`src/sv/sync_length_sum_frame_receiver_unit_macros.svh`:
```
// ---------------------------------------------------------------------------
// sync_length_sum_frame_receiver_unit_macros.svh
// assertion macros shared by the frame receiver modules
// ---------------------------------------------------------------------------
`ifndef SYNC_LENGTH_SUM_FRAME_RECEIVER_UNIT_MACROS_SVH
`define SYNC_LENGTH_SUM_FRAME_RECEIVER_UNIT_MACROS_SVH

// condition that must hold at every clock edge out of reset
`define SLSF_CHECK(name, cond) \
    name: assert property (@(posedge clk) disable iff (!rst_n) (cond)) \
        else $error("slsf check failed");

// consequence that must hold in the cycle after the antecedent
`define SLSF_CHECK_NEXT(name, ante, cons) \
    name: assert property (@(posedge clk) disable iff (!rst_n) (ante) |=> (cons)) \
        else $error("slsf sequence check failed");

`endif

```
`src/sv/slsf_pkg.sv`:
```
// ---------------------------------------------------------------------------
// slsf_pkg
// types and codes shared by the frame receiver modules
// ---------------------------------------------------------------------------
package slsf_pkg;

    // shared arithmetic unit operations
    typedef logic alu_op_t;
    localparam alu_op_t ALU_ADD = 1'b0;
    localparam alu_op_t ALU_SUB = 1'b1;

    typedef struct packed {
        logic [7:0] res;
        logic       zero;
        logic       borrow;
    } alu_res_t;

    // parse phases
    localparam logic [2:0] PH_HUNT  = 3'd0;
    localparam logic [2:0] PH_SYNC2 = 3'd1;
    localparam logic [2:0] PH_ID    = 3'd2;
    localparam logic [2:0] PH_LEN   = 3'd3;
    localparam logic [2:0] PH_DATA  = 3'd4;
    localparam logic [2:0] PH_SUM   = 3'd5;

    // configuration register indexes
    localparam logic [1:0] REG_SYNC_FIRST   = 2'd0;
    localparam logic [1:0] REG_SYNC_SECOND  = 2'd1;
    localparam logic [1:0] REG_LENGTH_LIMIT = 2'd2;

    typedef struct packed {
        logic [7:0] sync_first;
        logic [7:0] sync_second;
        logic [5:0] length_limit;
    } cfg_t;

    typedef struct packed {
        logic       en;
        logic [7:0] data;
    } store_wr_t;

    typedef struct packed {
        logic       start;
        logic [7:0] id;
        logic [5:0] length;
    } emit_req_t;

endpackage

```
`src/sv/slsf_alu.sv`:
```
// ---------------------------------------------------------------------------
// slsf_alu
// shared 8-bit add / subtract unit with zero and borrow flags
// ---------------------------------------------------------------------------
module slsf_alu
    import slsf_pkg::*;
(
    input  alu_op_t    op,
    input  logic [7:0] a,
    input  logic [7:0] b,
    output alu_res_t   result
);

    logic [8:0] wide;

    always_comb
    begin
        case (op)
            ALU_ADD: wide = {1'b0, a} + {1'b0, b};
            ALU_SUB: wide = {1'b0, a} - {1'b0, b};
            default: wide = {1'b0, a};
        endcase
        result.res    = wide[7:0];
        result.zero   = (wide[7:0] == 8'd0);
        // for a subtract, set when a < b
        result.borrow = wide[8];
    end

endmodule

```
`src/sv/slsf_emit.sv`:
```
// ---------------------------------------------------------------------------
// slsf_emit
// payload store and result sequencer with a registered output stage
// ---------------------------------------------------------------------------
`include "sync_length_sum_frame_receiver_unit_macros.svh"

module slsf_emit
    import slsf_pkg::*;
#(
    parameter int MAX_PAYLOAD = 32,
    localparam int AW = (MAX_PAYLOAD > 1) ? $clog2(MAX_PAYLOAD) : 1
)
(
    input  logic                  clk,
    input  logic                  rst_n,
    input  store_wr_t             wr,
    input  logic [AW-1:0]         wr_addr,
    input  emit_req_t             req,
    output logic                  idle,
    output logic                  out_valid,
    input  logic                  out_ready,
    output logic [7:0]            message_id,
    output logic [5:0]            payload_length,
    output logic [4:0]            byte_index,
    output logic [7:0]            payload_byte,
    output logic                  has_data,
    output logic                  last
);

    localparam logic [1:0] E_IDLE = 2'd0;
    localparam logic [1:0] E_RD   = 2'd1;
    localparam logic [1:0] E_LD   = 2'd2;

    logic [7:0] mem [MAX_PAYLOAD];

    logic [1:0] state_reg, state_next;
    logic [7:0] id_reg, id_next;
    logic [5:0] len_reg, len_next;
    logic [5:0] k_reg, k_next;
    logic [7:0] rd_data_reg;
    logic       valid_reg, valid_next;
    logic [5:0] k_inc;
    logic       is_last;
    logic       load;

    always_ff @(posedge clk)
    begin
        if (wr.en)
        begin
            mem[wr_addr] <= wr.data;
        end
        rd_data_reg <= mem[k_reg[AW-1:0]];
    end

    assign k_inc   = k_reg + 6'd1;
    assign is_last = (len_reg == 6'd0) || (k_inc == len_reg);
    assign load    = (state_reg == E_LD) && (!valid_reg || out_ready);

    always_comb
    begin
        state_next = state_reg;
        id_next    = id_reg;
        len_next   = len_reg;
        k_next     = k_reg;
        valid_next = valid_reg;
        if (valid_reg && out_ready)
        begin
            valid_next = 1'b0;
        end
        case (state_reg)
            E_IDLE:
            begin
                if (req.start)
                begin
                    id_next    = req.id;
                    len_next   = req.length;
                    k_next     = 6'd0;
                    state_next = E_RD;
                end
            end
            E_RD:
            begin
                state_next = E_LD;
            end
            E_LD:
            begin
                if (load)
                begin
                    valid_next = 1'b1;
                    if (is_last)
                    begin
                        state_next = E_IDLE;
                    end
                    else
                    begin
                        k_next     = k_inc;
                        state_next = E_RD;
                    end
                end
            end
            default:
            begin
                state_next = E_IDLE;
            end
        endcase
    end

    always_ff @(posedge clk or negedge rst_n)
    begin
        if (!rst_n)
        begin
            state_reg <= E_IDLE;
            valid_reg <= 1'b0;
            id_reg    <= 8'd0;
            len_reg   <= 6'd0;
            k_reg     <= 6'd0;
        end
        else
        begin
            state_reg <= state_next;
            valid_reg <= valid_next;
            id_reg    <= id_next;
            len_reg   <= len_next;
            k_reg     <= k_next;
        end
    end

    // output word register, payload only
    always_ff @(posedge clk)
    begin
        if (load)
        begin
            message_id     <= id_reg;
            payload_length <= len_reg;
            byte_index     <= k_reg[4:0];
            payload_byte   <= (len_reg == 6'd0) ? 8'd0 : rd_data_reg;
            has_data       <= (len_reg != 6'd0);
            last           <= is_last;
        end
    end

    assign idle      = (state_reg == E_IDLE);
    assign out_valid = valid_reg;

    `SLSF_CHECK(a_start_only_idle, !(req.start && (state_reg != E_IDLE)))
    `SLSF_CHECK_NEXT(a_last_to_idle, load && is_last, state_reg == E_IDLE && valid_reg)
    `SLSF_CHECK_NEXT(a_out_held, valid_reg && !out_ready, valid_reg)

endmodule

```
`src/sv/slsf_parser.sv`:
```
// ---------------------------------------------------------------------------
// slsf_parser
// byte sequencer: drives the shared unit through the steps of each byte
// ---------------------------------------------------------------------------
`include "sync_length_sum_frame_receiver_unit_macros.svh"

module slsf_parser
    import slsf_pkg::*;
#(
    parameter int MAX_PAYLOAD = 32,
    localparam int AW = (MAX_PAYLOAD > 1) ? $clog2(MAX_PAYLOAD) : 1
)
(
    input  logic          clk,
    input  logic          rst_n,
    input  cfg_t          cfg,
    input  logic          in_valid,
    output logic          in_ready,
    input  logic          opcode,
    input  logic [7:0]    rx_byte,
    output store_wr_t     wr,
    output logic [AW-1:0] wr_addr,
    output emit_req_t     req,
    input  logic          emit_idle
);

    localparam logic [7:0] MAX_W = 8'(MAX_PAYLOAD);

    localparam logic [2:0] P_READY = 3'd0;
    localparam logic [2:0] P_A     = 3'd1;
    localparam logic [2:0] P_B     = 3'd2;
    localparam logic [2:0] P_C     = 3'd3;
    localparam logic [2:0] P_EMIT  = 3'd4;
    localparam logic [2:0] P_DRAIN = 3'd5;

    logic [2:0] state_reg, state_next;
    logic [2:0] phase_reg, phase_next;
    logic [7:0] byte_reg, byte_next;
    logic [7:0] sum_reg, sum_next;
    logic [7:0] id_reg, id_next;
    logic [5:0] len_reg, len_next;
    logic [5:0] fill_reg, fill_next;

    alu_op_t    alu_op;
    logic [7:0] alu_a;
    logic [7:0] alu_b;
    alu_res_t   alu_out;
    logic [7:0] limit;

    slsf_alu u_alu
    (
        .op     (alu_op),
        .a      (alu_a),
        .b      (alu_b),
        .result (alu_out)
    );

    assign limit = ({2'b00, cfg.length_limit} > MAX_W) ? MAX_W : {2'b00, cfg.length_limit};

    always_comb
    begin
        state_next = state_reg;
        phase_next = phase_reg;
        byte_next  = byte_reg;
        sum_next   = sum_reg;
        id_next    = id_reg;
        len_next   = len_reg;
        fill_next  = fill_reg;
        alu_op     = ALU_ADD;
        alu_a      = 8'd0;
        alu_b      = byte_reg;
        wr.en      = 1'b0;
        wr.data    = byte_reg;
        req.start  = 1'b0;
        req.id     = id_reg;
        req.length = len_reg;
        case (state_reg)
            P_READY:
            begin
                if (in_valid)
                begin
                    if (opcode)
                    begin
                        phase_next = PH_HUNT;
                    end
                    else
                    begin
                        byte_next  = rx_byte;
                        state_next = P_A;
                    end
                end
            end
            P_A:
            begin
                case (phase_reg)
                    PH_SYNC2:
                    begin
                        alu_a      = sum_reg;
                        sum_next   = alu_out.res;
                        state_next = P_B;
                    end
                    PH_ID:
                    begin
                        alu_a      = sum_reg;
                        sum_next   = alu_out.res;
                        id_next    = byte_reg;
                        phase_next = PH_LEN;
                        state_next = P_READY;
                    end
                    PH_LEN:
                    begin
                        alu_op = ALU_SUB;
                        alu_a  = limit;
                        if (alu_out.borrow)
                        begin
                            phase_next = PH_HUNT;
                            state_next = P_READY;
                        end
                        else
                        begin
                            state_next = P_B;
                        end
                    end
                    PH_DATA:
                    begin
                        alu_a      = sum_reg;
                        sum_next   = alu_out.res;
                        wr.en      = ({2'b00, fill_reg} < MAX_W);
                        state_next = P_B;
                    end
                    PH_SUM:
                    begin
                        alu_op     = ALU_SUB;
                        alu_a      = sum_reg;
                        phase_next = PH_HUNT;
                        state_next = alu_out.zero ? P_EMIT : P_READY;
                    end
                    default:
                    begin
                        // hunting: sum restarts from this byte
                        sum_next   = alu_out.res;
                        state_next = P_B;
                    end
                endcase
            end
            P_B:
            begin
                state_next = P_READY;
                case (phase_reg)
                    PH_SYNC2:
                    begin
                        alu_op     = ALU_SUB;
                        alu_a      = byte_reg;
                        alu_b      = cfg.sync_second;
                        phase_next = alu_out.zero ? PH_ID : PH_HUNT;
                    end
                    PH_LEN:
                    begin
                        alu_a      = sum_reg;
                        sum_next   = alu_out.res;
                        len_next   = byte_reg[5:0];
                        fill_next  = 6'd0;
                        phase_next = (byte_reg != 8'd0) ? PH_DATA : PH_SUM;
                    end
                    PH_DATA:
                    begin
                        alu_a      = {2'b00, fill_reg};
                        alu_b      = 8'd1;
                        fill_next  = alu_out.res[5:0];
                        state_next = P_C;
                    end
                    default:
                    begin
                        alu_op     = ALU_SUB;
                        alu_a      = byte_reg;
                        alu_b      = cfg.sync_first;
                        phase_next = alu_out.zero ? PH_SYNC2 : PH_HUNT;
                    end
                endcase
            end
            P_C:
            begin
                // payload complete once fill reaches the length
                alu_op     = ALU_SUB;
                alu_a      = {2'b00, fill_reg};
                alu_b      = {2'b00, len_reg};
                state_next = P_READY;
                if (!alu_out.borrow)
                begin
                    phase_next = PH_SUM;
                end
            end
            P_EMIT:
            begin
                req.start  = 1'b1;
                state_next = P_DRAIN;
            end
            P_DRAIN:
            begin
                if (emit_idle)
                begin
                    state_next = P_READY;
                end
            end
            default:
            begin
                state_next = P_READY;
            end
        endcase
    end

    always_ff @(posedge clk or negedge rst_n)
    begin
        if (!rst_n)
        begin
            state_reg <= P_READY;
            phase_reg <= PH_HUNT;
            sum_reg   <= 8'd0;
            id_reg    <= 8'd0;
            len_reg   <= 6'd0;
            fill_reg  <= 6'd0;
        end
        else
        begin
            state_reg <= state_next;
            phase_reg <= phase_next;
            sum_reg   <= sum_next;
            id_reg    <= id_next;
            len_reg   <= len_next;
            fill_reg  <= fill_next;
        end
    end

    always_ff @(posedge clk)
    begin
        byte_reg <= byte_next;
    end

    assign in_ready = (state_reg == P_READY);
    assign wr_addr  = fill_reg[AW-1:0];

    `SLSF_CHECK(a_wr_in_data, !wr.en || (phase_reg == PH_DATA && state_reg == P_A))
    `SLSF_CHECK_NEXT(a_start_takes, req.start, !emit_idle && state_reg == P_DRAIN)
    `SLSF_CHECK(a_phase_known, phase_reg <= PH_SUM)

endmodule

```
`src/sv/sync_length_sum_frame_receiver_unit.sv`:
```
// ---------------------------------------------------------------------------
// sync_length_sum_frame_receiver_unit
// two-sync-byte, length-prefixed frame receiver with additive checksum
// ---------------------------------------------------------------------------
// Each word in carries one received byte or a timeout. A small sequencer runs
// every byte through one shared 8-bit add/subtract unit: a timeout skips it;
// an id byte is added to the sum, a checksum byte compared to it, a length
// checked against the limit and added if accepted, a sync byte added and
// compared, a payload byte added and stored, then the fill count stepped and
// compared to the length. After a good checksum the frame is read from the
// payload store entry by entry, store read then output register load, held by
// any output stall; input is held off until the cycle after the last word of
// the frame is in the output register. Empty frames give one word with has_data
// low. Bad frames give nothing. The store needs no clearing after reset.
module sync_length_sum_frame_receiver_unit
    import slsf_pkg::*;
#(
    parameter int MAX_PAYLOAD = 32
)
(
    input  logic       clk,
    input  logic       rst_n,
    input  logic       cfg_we,
    input  logic [1:0] cfg_index,
    input  logic [7:0] cfg_data,
    input  logic       in_valid,
    output logic       in_ready,
    input  logic       opcode,
    input  logic [7:0] rx_byte,
    output logic       out_valid,
    input  logic       out_ready,
    output logic [7:0] message_id,
    output logic [5:0] payload_length,
    output logic [4:0] byte_index,
    output logic [7:0] payload_byte,
    output logic       has_data,
    output logic       last
);

    localparam int AW = (MAX_PAYLOAD > 1) ? $clog2(MAX_PAYLOAD) : 1;

    cfg_t          cfg_reg;
    store_wr_t     wr;
    logic [AW-1:0] wr_addr;
    emit_req_t     req;
    logic          emit_idle;

    always_ff @(posedge clk or negedge rst_n)
    begin
        if (!rst_n)
        begin
            cfg_reg.sync_first   <= 8'd170;
            cfg_reg.sync_second  <= 8'd175;
            cfg_reg.length_limit <= 6'd32;
        end
        else if (cfg_we)
        begin
            case (cfg_index)
                REG_SYNC_FIRST:   cfg_reg.sync_first   <= cfg_data;
                REG_SYNC_SECOND:  cfg_reg.sync_second  <= cfg_data;
                REG_LENGTH_LIMIT: cfg_reg.length_limit <= cfg_data[5:0];
                default:          cfg_reg <= cfg_reg;
            endcase
        end
    end

    slsf_parser #(
        .MAX_PAYLOAD (MAX_PAYLOAD)
    ) u_parser
    (
        .clk       (clk),
        .rst_n     (rst_n),
        .cfg       (cfg_reg),
        .in_valid  (in_valid),
        .in_ready  (in_ready),
        .opcode    (opcode),
        .rx_byte   (rx_byte),
        .wr        (wr),
        .wr_addr   (wr_addr),
        .req       (req),
        .emit_idle (emit_idle)
    );

    slsf_emit #(
        .MAX_PAYLOAD (MAX_PAYLOAD)
    ) u_emit
    (
        .clk            (clk),
        .rst_n          (rst_n),
        .wr             (wr),
        .wr_addr        (wr_addr),
        .req            (req),
        .idle           (emit_idle),
        .out_valid      (out_valid),
        .out_ready      (out_ready),
        .message_id     (message_id),
        .payload_length (payload_length),
        .byte_index     (byte_index),
        .payload_byte   (payload_byte),
        .has_data       (has_data),
        .last           (last)
    );

endmodule

```
`config.mk`:
```
export PLATFORM = sky130hd
export DESIGN_NAME = sync_length_sum_frame_receiver_unit
export DESIGN_NICKNAME = d
export VERILOG_FILES = /design/src/sv/slsf_pkg.sv /design/src/sv/slsf_alu.sv /design/src/sv/slsf_emit.sv /design/src/sv/slsf_parser.sv /design/src/sv/sync_length_sum_frame_receiver_unit.sv
export VERILOG_INCLUDE_DIRS = /design/src /design/src/sv
export SDC_FILE = /design/constraint.sdc
export NUM_CORES = 1
export LEC_CHECK = 0
export BUFFER_PORTS_ARGS = -buffer_cell sky130_fd_sc_hd__buf_2
export CORE_MARGIN = 2
export CORE_UTILIZATION = 30
export CTS_CLUSTER_DIAMETER = 40
export DETAILED_ROUTE_END_ITERATION = 6
export GPL_TIMING_DRIVEN = 0
export SLEW_MARGIN = 20
export SYNTH_ARGS = -nofsm -noshare
export SYNTH_HDL_FRONTEND = slang
export SYNTH_SLANG_ARGS = --single-unit
```
`constraint.sdc`:
```
create_clock -name clk -period 5.2 [get_ports clk]
set_input_delay 0.26 -clock clk [delete_from_list [all_inputs] [get_ports clk]]
set_output_delay 0.26 -clock clk [all_outputs]
set_load 0.02 [all_outputs]
```
Yosys cells after proc, flatten, opt, wreduce, memory -nomap -nowiden
Memories as Yosys holds them, arrays and structs flattened. A register that Yosys moved wholly into a read port is not among the register bits.
Index checks and enable logic that the tools add are counted.
{"block": "classes", "n_reduce_logical": 32, "magnitude_cmp": 2, "muxes": 48, "n_addsub": 3, "n_eq_ne": 28, "bitwise_logic": 2}
{"op": "$pmux W8 S2", "n": 4}
{"op": "$pmux W8 S3", "n": 2}
{"op": "$pmux W3 S3", "n": 3}
{"op": "$mux W3", "n": 8}
{"op": "$mux W6", "n": 4}
{"op": "$pmux W6 S2", "n": 2}
{"op": "$pmux W9 S2", "n": 1}
{"op": "$mux W8", "n": 2}
{"op": "$ne A2 B2 Y1 const B", "n": 8}
{"op": "$reduce_and A2 Y1", "n": 8}
{"op": "$pmux W3 S5", "n": 1}
{"op": "$mux W1", "n": 13}
{"op": "$eq A3 B2 Y1 const B", "n": 4}
{"op": "$eq A3 B3 Y1 const B", "n": 4}
{"op": "$pmux W3 S4", "n": 1}
{"op": "$mux W2", "n": 5}
{"op": "$add A8 B8 Y9", "n": 1}
{"op": "$reduce_and A3 Y1", "n": 3}
{"op": "$sub A8 B8 Y9", "n": 1}
{"op": "$logic_not A8 Y1", "n": 1}
{"op": "$reduce_bool A8 Y1", "n": 1}
{"op": "$reduce_and A7 Y1", "n": 1}
{"op": "$add A6 B1 Y6 const B", "n": 1}
{"op": "$eq A3 B1 Y1 const B", "n": 2}
{"op": "other kinds (23)", "n": 34}
{"block": "totals", "mem_count": 1, "output_inout_bits": 31, "input_bits": 24, "reg_bits": 116, "word_cells": 137, "mem_bits_rw": 256}
{"memory": "u_emit.mem", "words": 32, "word_bits": 8, "read_ports": 1, "rd_ports_with_merged_regs": 1, "write_ports": 1, "line_no": "slsf_emit.sv:34", "rtl": "logic [7:0] mem [MAX_PAYLOAD];"}

Logic depth before layout (Yosys ltp)
{"block": "depth", "ltp_word": 10, "depth_mapped": 22, "ltp_nobuf": 20}

Modules after synthesis
A second synthesis with hierarchy kept.
{"block": "hier_totals", "hier_cells": 912, "area_unflattened_um2": 15915.3}
{"mod": "slsf_emit", "area_per_inst_um2": 12109.1, "instances": 1, "cells_each": 561, "seq_area_each_um2": 9293.9}
{"mod": "slsf_parser", "area_per_inst_um2": 2427.3, "instances": 1, "cells_each": 229, "seq_area_each_um2": 1091.0}
{"mod": "sync_length_sum_frame_receiver_unit", "area_per_inst_um2": 849.6, "instances": 1, "cells_each": 47, "seq_area_each_um2": 564.3}
{"mod": "slsf_alu", "area_per_inst_um2": 529.3, "instances": 1, "cells_each": 75, "seq_area_each_um2": 0.0}

Worst setup path after synthesis
Ideal clock, no wire load.
{"block": "synth_timing", "kind": "register to register", "startpoint": "reg u_parser.phase_reg[1]", "endpoint": "reg u_parser.phase_reg[1]", "path_buffers": 2, "setup_time_ns": 0.068, "slack_ns": 0.901, "period_less_slack_ns": 4.299, "stages_incl_launch_ff": 21, "required_ns": 5.132, "t_arrival_ns": 4.231, "path_cell_list": "dfrtp_1 clkbuf_2 buf_2 nand2_1 nor2_1 a221o_1 o21ai_0 mux2i_1 ha_1 inv_1 or4_4 nand2_1 xor2_1 ha_1 or4_1 o21ai_0 o21bai_1 xnor2_1 nor4_1 a31o_2 a32o_1"}
{"block": "synth_between", "elab_chain_len": 10, "elab_cells_between_ends": 30, "classes_between": "add/sub: 2; eq/ne: 9; mux: 13; bitwise: 1; reduce/logical: 5"}
{"item": "from (decl)", "line_no": "slsf_parser.sv:37", "rtl": "logic [2:0] phase_reg, phase_next;"}
{"item": "from (signal assigned)", "line_no": "slsf_parser.sv:226", "rtl": "phase_reg <= phase_next;"}
{"item": "$eq A3 B2 Y1 (tied with other cells)", "line_no": "slsf_parser.sv:95", "rtl": "case (phase_reg)"}
{"item": "$reduce_or A4 Y1 (no source line) / $reduce_or A2 Y1 (equally long branches)"}
{"item": "$pmux W8 S2 (tied with other cells)", "line_no": "slsf_parser.sv:95"}
{"item": "$pmux W8 S3 / $pmux W1 S3 (equally long branches)", "line_no": "slsf_parser.sv:77", "rtl": "case (state_reg)"}
{"item": "$sub A8 B8 Y9 (tied with other cells)", "line_no": "slsf_alu.sv:20", "rtl": "ALU_SUB: wide = {1'b0, a} - {1'b0, b};"}
{"item": "$pmux W9 S2", "line_no": "slsf_alu.sv:18", "rtl": "case (op)"}
{"item": "$logic_not A8 Y1", "line_no": "slsf_alu.sv:24", "rtl": "result.zero = (wide[7:0] == 8'd0);"}
{"item": "$mux W2", "line_no": "slsf_parser.sv:155", "rtl": "phase_next = alu_out.zero ? PH_ID : PH_HUNT;"}
{"item": "$pmux W3 S3", "line_no": "slsf_parser.sv:149", "rtl": "case (phase_reg)"}
{"item": "$pmux W3 S4", "line_no": "slsf_parser.sv:77"}
Parallel ways exist; a longest one is shown, timed or not.
A chain may end at the register's enable or synchronous reset.

Worst setup path in the final report
{"block": "layout_timing", "startpoint": "reg u_parser.state_reg[0]", "endpoint": "reg u_parser.phase_reg[1]"}
{"block": "layout_between", "elab_chain_len": 8, "elab_cells_between_ends": 23, "classes_between": "add/sub: 2; eq/ne: 9; mux: 7; bitwise: 1; reduce/logical: 4"}
{"item": "from (decl)", "line_no": "slsf_parser.sv:36", "rtl": "logic [2:0] state_reg, state_next;"}
{"item": "from (signal assigned)", "line_no": "slsf_parser.sv:225", "rtl": "state_reg <= state_next;"}
{"item": "$eq A3 B2 Y1 / $eq A3 B1 Y1 (equally long branches)", "line_no": "slsf_parser.sv:77"}
{"item": "$pmux W8 S3 (tied with other cells)", "line_no": "slsf_parser.sv:77"}
{"item": "$sub A8 B8 Y9 (tied with other cells)", "line_no": "slsf_alu.sv:20"}
{"item": "$pmux W9 S2", "line_no": "slsf_alu.sv:18"}
{"item": "$logic_not A8 Y1", "line_no": "slsf_alu.sv:24"}
{"item": "$mux W2", "line_no": "slsf_parser.sv:155"}
{"item": "$pmux W3 S3", "line_no": "slsf_parser.sv:149"}
{"item": "$pmux W3 S4", "line_no": "slsf_parser.sv:77"}
Parallel ways exist; a longest one is shown, timed or not.

==> flow_summary.yaml <==
sta:
  tightest_slew_ns: 1.00
  period_share: 0.951
  final_max_slew_viol_count: 0
  max_clock_freq_mhz: 202
  setup_viol: 0
  clock_skew_ns: 0.0293
  rsz0062_at_grt: "no"
  fin_crit_ns: 4.94
  fin_ws_ns: 0.256
  holdWs_ns: 0.0756
  fin_setup_tns_ns: 0
  relSlewSlack: 0.329
  finalHoldViolations: 0
global_routing:
  grt_first_pass_wirelength_um: 54600
  grt_overflow: 0
  antenna_found_initial: 0
  track_usage: 0.133
  grt_pass1_vias: 8891
  grt_max_degree: 42
power_and_ir_drop:
  power.clock.fraction: 0.389
  p_per_area_mw_per_mm2: 456
  power.leakage_nw: 6.65
  p_total_mw: 8.67
  vdd_ir_drop_max_v: 0.000232
  power_frac_comb: 0.191
  switchingPower_mw: 2.41
  p_seq_frac: 0.419
  power_switching_share: 0.278
  p_int_mw: 6.27
die:
  initial_core_util: 0.302
  rows: 84
  die_w_um: 233
  design.die.area_mm2: 0.0544
  die_h_um: 233
  core_mm2: 0.0522
  boundaryPins: 55
placement:
  place_congestion: 0.881
  dp_slack_ns: -0.253
  dp_hpwl_um: 24900
  placed_area_mm2: 0.0172
  portBuffers: 54
logic_synthesis:
  avgSynthCellArea_um2: 17.3
  synth_area_leaders: "edfxtp_1, mux4_2, dfrtp_1"
  syn-instance-count: 912
  synthesis.nets: 947
  netlist_area_mm2: 0.0158
  synth_top_area_frac: 0.558
  async_flop_share: 0.208
  synth_seq_area_share: 0.695
  yosys_warnings: 0
  synth.largest_area_cell: "edfxtp_1"
  synth_cell_types: 65
  synth_top_flop_cell: "edfxtp_1"
  yosys_register_bits: 380
  synth_edf_count: 293
setup_path:
  worstReg2RegStart: "u_parser.state_reg[0]"
  crit_required_ns: 5.64
  start_kind: "flip-flop"
  critical_path_class: "flip-flop to flip-flop"
  worstSetupEndpointType: "flip-flop"
  worstSetupStartpoint: "u_parser.state_reg[0]"
  cp_max_fo: 10
  worstPathArrival_ns: 5.39
route:
  vias: 8766
  viasPerCell: 4.93
  top_layer: "met4"
  wl_met2_um: 17400
  avgRoutedWirePerCell_um: 20.4
  drt_wl_total_um: 36200
  postRouteAntennaNets: 0
  detail_route.iter0.violations: 709
  post-route-drc-count: 0
  wl_met3_um: 2060
  met1_length_um: 16000
  first_pass_iters: 7
final_layout:
  multi_input_comb_area_mm2: 0.00465
  diodes: 0
  synthToLayoutAreaGrowth_pct: 20.6
  largest_reg_flops: 256
  drive_gt1_frac: 0.301
  nets: 1084
  fillCellCount: 4844
  regArea_mm2: 0.0109
  final_area_mm2: 0.0190
worst_hold_path:
  hold_class: "input pin to flip-flop"
  hold_start: "out_ready"
flow_run:
  max_cap_violations: 0
clock_tree:
  worstSkewPairLatency_ns: 0.57
  htreeDepth: 2
  cts_buffers: 49
  cts.sinks: 380
  cts_buffer_depth: 3
  cts-root-buf: "clkbuf_16"
  clkSlewWorstSetupHoldPaths_ns: 0.06
  cts_tree: "built"
run_status:
  status: "completed"
## cells by family (layout without fill, tap and decap cells)
group / after synthesis / in the layout / synth area share
flops: 380 / 380 / 0.695
simple gates: 189 / 189 / 0.0595
mux: 151 / 151 / 0.165
compound gates: 109 / 109 / 0.0467
buf+inv: 51 / 228 / 0.0129
xor+xnor: 21 / 21 / 0.0121
fa+ha+maj: 11 / 11 / 0.00921
## routing by layer
layer	vias up	GRT usage
met2	273	0.212
li1	3899	-
met1	4531	0.188
met3	63	0.0217
met5	-	0
met4	0	0.0354
## worst max-delay path, stage by stage, from the launching register on
cell and delay [ns]:
dfrtp_1 0.36, clkbuf_1 0.36, clkbuf_1 0.38, nand2b_1 0.20, nor4_1 0.65, nor2b_1 0.39, a22o_1 0.24, a221o_1 0.12
ha_1 0.28, a211oi_1 0.23, o21bai_1 0.12, a21oi_1 0.24, o21bai_1 0.10, a21oi_1 0.28, xor2_2 0.28, mux2_4 0.36
a32o_1 0.25
## cells in the mapped netlist (7+ instances only)
library cell / instances
nand2_1: 42
mux4_2: 80
ha_1: 10
clkbuf_1: 24
mux2_2: 64
nor2_1: 68
buf_1: 8
a21oi_1: 22
nor3_1: 13
edfxtp_1: 293
nand3_1: 7
o21ai_0: 32
xnor2_1: 14
inv_1: 11
dfrtp_1: 68
and2_1: 9
dfxtp_1: 8
dfstp_2: 11
nand2b_1: 13
a22o_1: 15
## stage by stage
step / utilization / instances
5_1_grt: 0.364 / 1777
3_5_place_dp: 0.328 / 1669
6_report: 0.364 / 1777
4_1_cts: 0.364 / 1777
3_3_place_gp: 0.323 / 1654
2_1_floorplan: - / 912
## power by group through the flow
stage                     Combinational [mW]  Sequential, mW  Clock (mW)
after CTS                               1.62            3.63        3.43
after global placement                  1.48            3.75           0
after detailed placement                1.60            3.70           0
after global routing                    1.81            3.66        3.57
after floorplan                         1.13            3.67           0
final                                   1.66            3.64        3.38
## path summary, 6_finish.rpt
check,to,slack (ns),cells past startpoint
max,u_parser.phase_reg[1],0.26,16
min,u_emit.out_valid,0.08,3
max reg2reg,u_parser.phase_reg[1],0.26,16
min reg2reg,u_emit.message_id[6],0.44,0
max in group asynchronous,cfg_reg[5],4.26,3
min in group asynchronous,u_emit.id_reg[4],0.25,2
## what timing repair did
action                     in CTS  in global routing
setup buffers                   0                  0
hold buffers                   17                  0
hold endpoints to repair       68                  0
resized for setup               2                  3
setup endpoints to repair       3                  4
## final cells by class
class,instances,share of cell area
Sequential cell,380,0.576
Tap cell,688,0.0453
Buffer,39,0.00829
Clock buffer,59,0.0675
Timing Repair Buffer,86,0.0363
Multi-Input combinational cell,481,0.244
Inverter,12,0.00237
Clock inverter,32,0.0197
## layout by cell type (no fill, tap or decap), types with 6 or more instances in the layout
cell type      count
edfxtp_1         293
mux4_2            80
dfrtp_1           68
nor2_1            67
mux2_2            64
buf_2             58
clkbuf_16         49
nand2_1           42
clkbuf_1          32
o21ai_0           32
a21oi_1           22
dlygate4sd3_1     17
a22o_1            15
xnor2_1           14
nand2b_1          13
nor3_1            13
dfstp_2           11
buf_8             11
inv_1             10
ha_1              10
and2_1             9
buf_1              8
dfxtp_1            8
nand3_1            7
clkinv_2           7
nor2b_1            6
a221o_1            6
a31oi_1            6
xor2_1             6
bufinv_16          6
(Power assumes the default switching activity.)
